$ cat config.mk
export PLATFORM = sky130hd
export DESIGN_NAME = vbs_ctrl
export DESIGN_NICKNAME = d
export VERILOG_FILES = /design/src/vbs_pkg.sv /design/src/vbs_ctrl.sv
export SDC_FILE = /design/constraint.sdc
export NUM_CORES = 1
export LEC_CHECK = 0
export BUFFER_PORTS_ARGS = -buffer_cell sky130_fd_sc_hd__buf_2
export CORE_AREA = 4 4 41 43
export CTS_CLUSTER_DIAMETER = 80
export CTS_CLUSTER_SIZE = 28
export DETAILED_ROUTE_END_ITERATION = 8
export DIE_AREA = 0 0 45 47
export PLACE_DENSITY = 0.72
export RECOVER_POWER = 100
export SLEW_MARGIN = 25
export SYNTH_ARGS = -nofsm -noshare
export SYNTH_HDL_FRONTEND = slang
export SYNTH_SLANG_ARGS = --single-unit
$ cat constraint.sdc
create_clock -name clk -period 1.5 [get_ports clk]
set_input_delay 0.45 -clock clk [delete_from_list [all_inputs] [get_ports clk]]
set_output_delay 0.45 -clock clk [all_outputs]
set_load 0.02 [all_outputs]
$ cat src/vbs_pkg.sv
// shared types and constants for the vertex bone skinning block
`timescale 1ns / 1ps
`default_nettype none
package vbs_pkg;

  localparam int MAX_BONES_DEF       = 64;
  localparam int MAX_GROUPS_DEF      = 64;
  localparam int SLOTS_PER_GROUP_DEF = 4;
  localparam int FRAC_BITS_DEF       = 16;
  localparam int MAT_WORDS           = 12;

  typedef enum logic [1:0] {
    OP_MAT  = 2'd0,
    OP_SLOT = 2'd1,
    OP_HDR  = 2'd2,
    OP_SKIN = 2'd3
  } op_t;

  typedef struct packed {
    op_t                operation;
    logic [5:0]         index;
    logic [3:0]         element;
    logic               flag;
    logic signed [31:0] value;
    logic signed [31:0] pos_x;
    logic signed [31:0] pos_y;
    logic signed [31:0] pos_z;
    logic signed [31:0] nrm_x;
    logic signed [31:0] nrm_y;
    logic signed [31:0] nrm_z;
  } in_item_t;

  typedef struct packed {
    logic signed [31:0] out_pos_x;
    logic signed [31:0] out_pos_y;
    logic signed [31:0] out_pos_z;
    logic signed [31:0] out_nrm_x;
    logic signed [31:0] out_nrm_y;
    logic signed [31:0] out_nrm_z;
    logic               status;
  } out_item_t;

  // controller to datapath
  typedef struct packed {
    logic accept;
    logic clr_step;
    logic slot_rd;
    logic slot_next;
    logic mat_rd;
    logic div_start;
    logic div_step;
    logic div_fin;
    logic out_load;
  } cmd_t;

  // datapath to controller
  typedef struct packed {
    logic clr_last;
    logic pass;
    logic slot_more;
    logic slot_filled;
    logic mat_last;
    logic div_done;
  } sts_t;

endpackage
`default_nettype wire

$ cat src/vbs_ctrl.sv
// sequencing state machine of the skinning block
`timescale 1ns / 1ps
`default_nettype none
module vbs_ctrl (
  input  wire logic        clk,
  input  wire logic        rst_n,
  input  wire logic        start,
  input  vbs_pkg::op_t     operation,
  output logic             busy,
  output vbs_pkg::cmd_t    cmd,
  input  vbs_pkg::sts_t    sts
);
  import vbs_pkg::*;

  typedef enum logic [3:0] {
    S_CLEAR, S_IDLE, S_HDR, S_SRD, S_SCHK, S_MAT, S_DRAIN, S_DSTART, S_DIV, S_FIN, S_OUT
  } state_t;

  state_t     state_r, state_nxt;
  logic [1:0] drn_r, drn_nxt;

  assign busy = (state_r != S_IDLE);

  always_comb begin
    state_nxt = state_r;
    drn_nxt   = drn_r;
    cmd       = '0;
    unique case (state_r)
      S_CLEAR: begin
        cmd.clr_step = 1'b1;
        if (sts.clr_last) state_nxt = S_IDLE;
      end
      S_IDLE: begin
        cmd.accept = start;
        if (start && operation == OP_SKIN) state_nxt = S_HDR;
      end
      S_HDR: begin
        state_nxt = sts.pass ? S_OUT : S_SRD;
      end
      S_SRD: begin
        drn_nxt = '0;
        if (sts.slot_more) begin
          cmd.slot_rd = 1'b1;
          state_nxt   = S_SCHK;
        end else begin
          state_nxt = S_DRAIN;
        end
      end
      S_SCHK: begin
        if (sts.slot_filled) begin
          state_nxt = S_MAT;
        end else begin
          cmd.slot_next = 1'b1;
          state_nxt     = S_SRD;
        end
      end
      S_MAT: begin
        cmd.mat_rd = 1'b1;
        if (sts.mat_last) begin
          cmd.slot_next = 1'b1;
          state_nxt     = S_SRD;
        end
      end
      S_DRAIN: begin
        // let the multiply pipeline empty into the accumulators
        drn_nxt = drn_r + 2'd1;
        if (drn_r == 2'd2) state_nxt = S_DSTART;
      end
      S_DSTART: begin
        cmd.div_start = 1'b1;
        state_nxt     = S_DIV;
      end
      S_DIV: begin
        if (sts.div_done) state_nxt = S_FIN;
        else cmd.div_step = 1'b1;
      end
      S_FIN: begin
        cmd.div_fin = 1'b1;
        state_nxt   = S_OUT;
      end
      S_OUT: begin
        cmd.out_load = 1'b1;
        state_nxt    = S_IDLE;
      end
      default: state_nxt = S_IDLE;
    endcase
  end

  always_ff @(posedge clk) begin
    if (!rst_n) begin
      state_r <= S_CLEAR;
      drn_r   <= '0;
    end else begin
      state_r <= state_nxt;
      drn_r   <= drn_nxt;
    end
  end

endmodule
`default_nettype wire

==> flow_summary.ini, run 1 <==
[yosys]
yosys_warnings = 0
synth_compound_area_share_pct = 22.9
synth_top_area_share_pct = 20.0
syn_area_um2 = 602
synth_cell_types = 37
synthTopCellsByArea = dfxtp_1 20%, buf_6 9.4%, nor2_1 5.6%
seq_area_frac_synth_pct = 20.0
syn_nets = 87
synth_xor_area_share_pct = 0
ys_seq_elements = 6
syn_inst = 75
synth_largest_area_cell = dfxtp_1
synth_simple_gate_area_share_pct = 41.4
synth_mux_area_share_pct = 1.66
synth.avg_cell_area_um2 = 8.02
synth_top_family_by_area = simple AND/OR/NAND/NOR gates
synth_adder_area_share_pct = 2.08

[detailed_routing]
drt-total-wl_mm = 1.96
viasPerCell = 5.66
detail_route.iter0.violations = 11
via_count = 708
drc = 0
antenna_left = 0
drt-pass1-iter-count = 4
wl_per_cell_um = 15.7

[run]
maxCapViolCount = 0

[sta]
relSlewSlack_pct = 78.7
setup_slack_ns = -0.174
skew_ns = 0.00304
setup-violations-final = 9
maxSlewViolCount = 0
clock.fmax_mhz = 598
finalCritPeriodShare_pct = 112
tns_ns = -0.987
rsz0062_at_grt = yes
worst_slew_pin_slew_ns = 0.320
min_period_ns = 1.67
hold_violations = 0

[run_status]
violations = negative setup slack
status = finished, violations left

[critical_path]
critPathMaxStageDelay_ns = 0.36
cp-start-kind = flip-flop
path_delay_family = simple AND/OR/NAND/NOR gates
critPathBufInv = 1
cp_max_fo = 4
critPathArrivalTime_ns = 1.22
path_cells = or2b_4, nor3b_2, buf_4
crit_type = reg -> out
crit_required_ns = 1.05
critPathCaptureType = primary output
critical_path.slowest_cell = dfxtp_4

[min_path]
hold_class = in -> reg

[clock_tree]
clk_pin_slew_ns = 0.05
clock-sinks = 6
cts_made_buffers = 3
clk_latency_ns = 0.25
cts_tree = done
root_buffer = clkbuf_4
cts.path.max_buffers = 2
cts-hold-fix-buffers = 0
htree_levels = 1

[grt]
grt_pass1_vias = 666
grt_max_degree = 13
antenna_found_initial = 0
grt_pass1_wl_mm = 2.73
grtUsageTotal_pct = 17.9
grt-ovfl-total = 0

[placement]
port_buffers = 20
place_hpwl_mm = 1.26
place_ws_ns = -0.0176
place_congestion = 0.838
placed_cell_area_um2 = 764

[finish]
insertedDiodeCount = 0
syn_to_final_growth_pct = 58.8
nNetsFinal = 124
final_cell_area_um2 = 956
fin_util_pct = 73.5
drive_gt1_share_pct = 60.0

[power]
p_total_w = 0.00114
ir_drop_mv = 0.612
leakage_nw = 0.397
cellPowerDensity_nw_per_um2 = 1200

[die]
core_area_um2 = 1300
rows = 13
die-area_um2 = 2120
io_pins = 21
die_h_um = 47
chipWidth_um = 45
start_util_pct = 46.2
logic make-up after synthesis:
logic type	after synthesis
buffers and inverters	9
AND/OR/NAND/NOR	39
multiplexers	1
adder cells (fa/ha/maj)	1
AO/OA/AOI/OAI	19
flip-flops	6
synthesized netlist by cell type, drive strengths merged:
master   n
or2b     1
and3     1
inv      3
o31ai    1
and2b    1
o21ai    6
nand2    5
ha       1
nor4b    1
and2     2
nor3b    3
a22oi    1
nor2b    4
o22ai    1
nor2     9
and4     2
nand2b   3
a21oi    5
nand3    1
a31oi    1
dfxtp    6
o22a     1
nor4     2
mux2i    1
o2111ai  1
o2bb2ai  1
nor3     1
or3b     1
nand4bb  2
o21bai   1
buf      6
registers in the layout, summed over array words and instances, names as in the netlist:
| name | cells |
|---|---|
| state_r | 4 |
| drn_r | 2 |
routing by layer:
layer | track usage, % | vias up | share of wire, %
met2 | 31.6 | 24 | 54
met1 | 19.9 | 335 | 39
met5 | 0 | - | 0
met4 | 12.3 | 0 | 2.8
li1 | - | 342 | -
met3 | 2.30 | 7 | 3.9
repair_timing:
item	in CTS	in global routing
endpoints found under the setup margin	11	9
gates resized for setup	19	15
setup buffers	5	2
pin swaps	5	1
stage by stage:
step,hold slack (ns),instances
floorplan,0.513,75
CTS,0.514,123
global route,0.525,125
global placement,0.542,115
finish,0.522,125
detailed placement,0.544,115
where the power goes:
part | switching [W] | internal (W) | leakage, nW
Clock | 0.0000618 | 0.0000907 | 0.0138
Sequential | 0.0000417 | 0.000193 | 0.0517
Combinational | 0.000371 | 0.000384 | 0.332
Total | 0.000475 | 0.000668 | 0.397
cell type report:
class / count / area [um^2]
Tap cell: 15 / 18.8
Fill cell: 106 / 345
Multi-Input combinational cell: 60 / 484
Inverter: 3 / 11.3
Sequential cell: 6 / 135
Clock buffer: 3 / 22.5
Timing Repair Buffer: 38 / 284
worst reg2reg max path: stages, from the launching register on:
cell       delay (ns)
dfxtp_4          0.37
buf_4            0.15
clkbuf_1         0.28
and2b_4          0.23
nand2_1          0.08
o2bb2ai_1        0.12
and2_1           0.15
cell usage in the layout (no fill, tap or decap), types with 3 or more instances in the layout:
| cell | instances |
|---|---|
| buf_4 | 17 |
| buf_2 | 13 |
| a21oi_1 | 4 |
| nand2_1 | 4 |
| clkbuf_4 | 3 |
| o21ai_0 | 3 |
| nor2_1 | 5 |
| buf_6 | 6 |
| dfxtp_4 | 4 |
| nor2b_1 | 3 |
path summary, 6_finish.rpt:
| path | end | depth (start not counted) | from | slack, ns |
|---|---|---|---|---|
| worst min-delay path | state_r[0] | 3 | rst_n | 0.52 |
| worst max-delay path | cmd[0] | 3 | state_r[3] | -0.17 |
| worst max register to register | drn_r[1] | 6 | state_r[1] | 0.03 |
| worst min register to register | drn_r[0] | 2 | drn_r[0] | 0.56 |
(Power assumes the default switching activity.)
==> run 2, diff against run 1 <==
==> constraint.sdc (replaced) <==
create_clock -name clk -period 1.82 [get_ports clk]
set_input_delay 0.546 -clock clk [delete_from_list [all_inputs] [get_ports clk]]
set_output_delay 0.546 -clock clk [all_outputs]
set_load 0.02 [all_outputs]
==> run 2 against run 1 <==
  * The run now ends clean
  * Count of clock-buffer cells in the layout unchanged
  * Combinational power fell by 52%
  * Utilization decreased by 15 points
  * Die area stayed put
  * Via count decreased by 14%
  * Setup slack better by 0.22 ns
  * Largest power group unchanged
  * Highest routed layer unchanged
==> flow_summary.ini, run 2 (synthesis gave the netlist of run 1 again) <==
[sta]
relSlewSlack_pct = 75.7
hold_violations = 0
clock.fmax_mhz = 564
rsz0062_at_grt = no
skew_ns = 0.00390
min_period_ns = 1.77
setup-violations-final = 0
finalCritPeriodShare_pct = 97.4
setup_slack_ns = 0.0471
worst_slew_pin_slew_ns = 0.362
maxSlewViolCount = 0

[die]
io_pins = 21
die_h_um = 47
start_util_pct = 46.2
core_area_um2 = 1300
rows = 13
die-area_um2 = 2120
chipWidth_um = 45

[finish]
insertedDiodeCount = 0
final_common_cell = buf_2
multi_input_area_um2 = 425
drive_gt1_share_pct = 46.5
final_cell_area_um2 = 761
nNetsFinal = 113
reg_top3 = state_r: 4 flops, drn_r: 2 flops
nFillCells = 134
regMostFlops = state_r
final_cell_mix = 12 x buf_2, 8 x nor2_1, 7 x buf_4
stdcell_count = 114
largest_reg_flops = 4
ff_latch_area_um2 = 133
syn_to_final_growth_pct = 26.4

[clock_tree]
clock-sinks = 6
cts.path.max_buffers = 2
cts-hold-fix-buffers = 0
htree_levels = 1
cts_made_buffers = 3
clk_latency_ns = 0.24
clk_pin_slew_ns = 0.04
cts_tree = done
root_buffer = clkbuf_4

[power]
power.internal_w = 0.000398
leakage_nw = 0.304
combPwrFrac_pct = 52.0
p_seq_share_pct = 30.4
cellPowerDensity_nw_per_um2 = 915
swShare_pct = 42.8
pwr-share-clk_pct = 17.6
ir_drop_mv = 0.541
p_sw_w = 0.000298

[critical_path]
timing.rr.start = state_r[1]
crit_required_ns = 1.27
cp.depth = 3
critPathArrivalTime_ns = 1.23
cp-start-kind = flip-flop
reg2reg_to = state_r[0]
critPathBufInv = 1
path_cells = or2b_4, nor4_2, clkbuf_2
critPathMaxStageDelay_ns = 0.36
crit_type = reg -> out
r2r_slack_ns = 0.19
critPathCaptureType = primary output
path_delay_family = simple AND/OR/NAND/NOR gates
crit_start = state_r[3]
critPathCapture = cmd[2]
critical_path.slowest_cell = dfxtp_4
reg2reg_depth = 5
cp_max_fo = 6

[detailed_routing]
wl_met1_um = 650
wl_per_cell_um = 12.4
dr.max_layer_used = met4
via_count = 607
drt-total-wl_mm = 1.41
drc = 0
dr_wl_met2_um = 694
viasPerCell = 5.32
drt-pass1-iter-count = 4
antenna_left = 0
detail_route.iter0.violations = 6
wl_met3_um = 57

[run]
maxCapViolCount = 0

[placement]
place_ws_ns = 0.157
place_congestion = 0.797
placed_cells = 109
port_buffers = 20
placed_cell_area_um2 = 697
place_hpwl_mm = 1.09

[min_path]
hold_class = reg -> reg

[grt]
grtUsageTotal_pct = 14.6
grt_pass1_wl_mm = 2.33
grt_pass1_vias = 550
grt-ovfl-total = 0
grt_max_degree = 14
antenna_found_initial = 0

[run_status]
status = finished, final reports clean
## run 2: changes by cell type in the layout (fill, tap and decap cells not counted), moves of 2 or more
cell,change
clkbuf_2,+6
buf_4,-10
nor2_4,-2
buf_6,-6
nor2_1,+3
## run 2: layout make-up
type                    count  share of cell area, %
inverters                   3                   1.48
clock buffers               3                   2.96
repair buffers             27                   19.7
multi-input cells          60                   55.9
well taps                  15                   2.47
flip-flops and latches      6                   17.4
## run 2: tightest hold or removal path, stage by stage, from the launching register on
cell	delay [ns]
dfxtp_1	0.33
a21oi_1	0.13
nor2b_1	0.05
## run 2: power by group through the flow
| stage | sequential (W) | combinational [W] | clock, W |
|---|---|---|---|
| floorplan | 0.000167 | 0.000334 | 0 |
| global placement | 0.000204 | 0.000366 | 0 |
| detailed placement | 0.000203 | 0.000371 | 0 |
| CTS | 0.000207 | 0.000378 | 0.000128 |
| global route | 0.000218 | 0.000399 | 0.000133 |
| finish | 0.000212 | 0.000362 | 0.000123 |
## run 2: worst min-delay path by stage
| stage | slack (ns) | cells after the start | endpoint | start |
|---|---|---|---|---|
| 2_1_floorplan | 0.51 | 2 | drn_r[0] | drn_r[0] |
| 3_3_place_gp | 0.54 | 2 | drn_r[0] | drn_r[0] |
| 3_5_place_dp | 0.54 | 2 | drn_r[0] | drn_r[0] |
| 4_1_cts | 0.55 | 2 | drn_r[0] | drn_r[0] |
| 5_1_grt | 0.58 | 2 | drn_r[0] | drn_r[0] |
| 6_report | 0.55 | 2 | drn_r[0] | drn_r[0] |
## run 2: routing by layer
layer	GRT usage (%)	vias to the layer above
li1	-	317
met1	18.3	277
met2	26.0	11
met3	2.30	2
met4	3.51	0
met5	0	-
## run 2: repair_timing
action	4_1_cts	5_1_grt
setup endpoints to repair	5	4
gates resized for setup	9	5
buffers inserted	0	2
pin swaps	0	1
## run 2: metrics by stage
stage | util (%) | setup TNS, ns | hold WS, ns | power (W)
after floorplan | - | -0.110 | 0.513 | 0.000500
after global placement | 53.6 | 0 | 0.543 | 0.000570
after detailed placement | 53.6 | 0 | 0.542 | 0.000574
after CTS | 57.2 | -0.0000794 | 0.552 | 0.000712
after global routing | 58.5 | 0 | 0.582 | 0.000750
final | 58.5 | 0 | 0.553 | 0.000696
==> run 3, diff against run 2 <==
--- a/config.mk
+++ b/config.mk
@@ -5,13 +5,12 @@
 export SDC_FILE = /design/constraint.sdc
 export NUM_CORES = 1
 export LEC_CHECK = 0
-export BUFFER_PORTS_ARGS = -buffer_cell sky130_fd_sc_hd__buf_2
 export CORE_AREA = 4 4 41 43
 export CTS_CLUSTER_DIAMETER = 80
 export CTS_CLUSTER_SIZE = 28
 export DETAILED_ROUTE_END_ITERATION = 8
 export DIE_AREA = 0 0 45 47
-export PLACE_DENSITY = 0.72
+export DONT_BUFFER_PORTS = 1
 export RECOVER_POWER = 100
 export SLEW_MARGIN = 25
 export SYNTH_ARGS = -nofsm -noshare
==> run 3 against run 2 <==
  * Critical path depth unchanged
  * Utilization down 6.0 points
  * Clock power rose by 3%
  * Combinational power is 8.6% lower
  * Via count shrank 3.6%
  * Critical path type unchanged
==> flow_summary.ini, run 3 (synthesis gave the netlist of run 1 again) <==
[clock_tree]
clk_pin_slew_ns = 0.05
cts.path.max_buffers = 2
htree_levels = 1
root_buffer = clkbuf_4
cts-hold-fix-buffers = 0
cts_tree = done
clk_latency_ns = 0.25
cts_made_buffers = 3
clock-sinks = 6

[critical_path]
crit_required_ns = 1.27
critPathArrivalTime_ns = 1.22
critPathCaptureType = primary output
crit_type = reg -> out
critical_path.slowest_cell = dfxtp_2
path_cells = or2b_4, nor3b_2, buf_4
path_delay_family = simple AND/OR/NAND/NOR gates
reg2reg_to = drn_r[1]
reg2reg_depth = 5
critPathMaxStageDelay_ns = 0.35
critPathBufInv = 1
cp_max_fo = 5
r2r_slack_ns = 0.27
cp-start-kind = flip-flop
timing.rr.start = state_r[1]

[placement]
port_buffers = 0
place_congestion = 0.806
place_hpwl_mm = 1.03
placed_cell_area_um2 = 649

[power]
cellPowerDensity_nw_per_um2 = 985
ir_drop_mv = 0.426
leakage_nw = 0.256

[finish]
insertedDiodeCount = 0
drive_gt1_share_pct = 32.9
regMostFlops = state_r
reg_top3 = state_r: 4 flops, drn_r: 2 flops
nFillCells = 129
nNetsFinal = 99
final_cell_area_um2 = 683
largest_reg_flops = 4
syn_to_final_growth_pct = 13.5
final_cell_mix = 8 x nor2_1, 8 x buf_4, 5 x nand2_1, 5 x a21oi_1, 4 x nor2b_1

[grt]
antenna_found_initial = 0
grt_pass1_wl_mm = 2.26
grt_pass1_vias = 539
grtUsageTotal_pct = 14.6
grt_max_degree = 15
grt-ovfl-total = 0

[sta]
tns_ns = 0
rsz0062_at_grt = no
min_period_ns = 1.77
maxSlewViolCount = 0
worst_slew_pin_slew_ns = 0.485
clock.fmax_mhz = 565
setup-violations-final = 0
finalCritPeriodShare_pct = 97.2
hold_violations = 0
skew_ns = 0.00314
relSlewSlack_pct = 67.7

[detailed_routing]
antenna_left = 0
detail_route.iter0.violations = 12
drt-pass1-iter-count = 4
drc = 0
drt-total-wl_mm = 1.38
via_count = 585
viasPerCell = 5.85
wl_per_cell_um = 13.8

[run]
maxCapViolCount = 0

[min_path]
hold_class = in -> reg
whs_path_depth = 1
hold_start = rst_n
holdPathEnd = drn_r[1]

[die]
chipWidth_um = 45
die-area_um2 = 2120
die_h_um = 47
start_util_pct = 46.2
io_pins = 21
core_area_um2 = 1300
rows = 13

[run_status]
status = finished, final reports clean
run 3: cell count changes in the layout (fill, tap and decap cells not counted), moves of 2 or more:
cell and delta:
buf_2 -12, clkbuf_2 -3, dfxtp_2 +2, dfxtp_4 -2
run 3: worst max-delay path by stage:
stage	start	end	slack (ns)	depth (start not counted)
after floorplan	state_r[0]	cmd[2]	-0.06	3
after global placement	state_r[0]	cmd[8]	0.24	2
after detailed placement	state_r[2]	cmd[0]	0.24	3
after CTS	state_r[3]	cmd[2]	-0.008	3
after global routing	state_r[0]	cmd[5]	0.002	4
final	state_r[3]	cmd[0]	0.05	3
run 3: what timing repair did:
action,CTS,global route
resized for setup,3,6
endpoints found under the setup margin,4,6
pin swaps,0,1
buffers inserted,1,0
gates cloned,0,0
hold endpoints to repair,0,0
run 3: layer usage:
metal	GRT usage, %	part of all wire (%)	up-vias
met3	3.07	8.5	6
met5	0	0	-
met2	25.1	47	23
met4	8.77	2.5	0
met1	16.7	42	265
li1	-	-	291
run 3: layout make-up:
class	count	area, um^2	area share, %
multi-input combinational	60	420	61.5
clock buffer	3	22.5	3.30
sequential	6	128	18.7
inverter	3	11.3	1.65
timing repair buffer	13	82.6	12.1
tap	15	18.8	2.75
run 3: through the flow:
step                      setup slack [ns]  hold WS (ns)  power (W)  util, %  instances
after global placement               0.245         0.536   0.000543     49.9         96
after CTS                         -0.00818         0.419   0.000679     52.8        100
after floorplan                    -0.0552         0.513   0.000500        -         75
after global routing               0.00246         0.412   0.000731     52.5        100
final                               0.0506         0.419   0.000673     52.5        100
after detailed placement             0.239         0.538   0.000543     49.9         96
run 3: power by group:
part	switching (W)	total, W	internal, W
logic	0.000183	0.000331	0.000148
clock network	0.0000522	0.000127	0.0000749
registers	0.0000560	0.000215	0.000159
total	0.000291	0.000673	0.000382
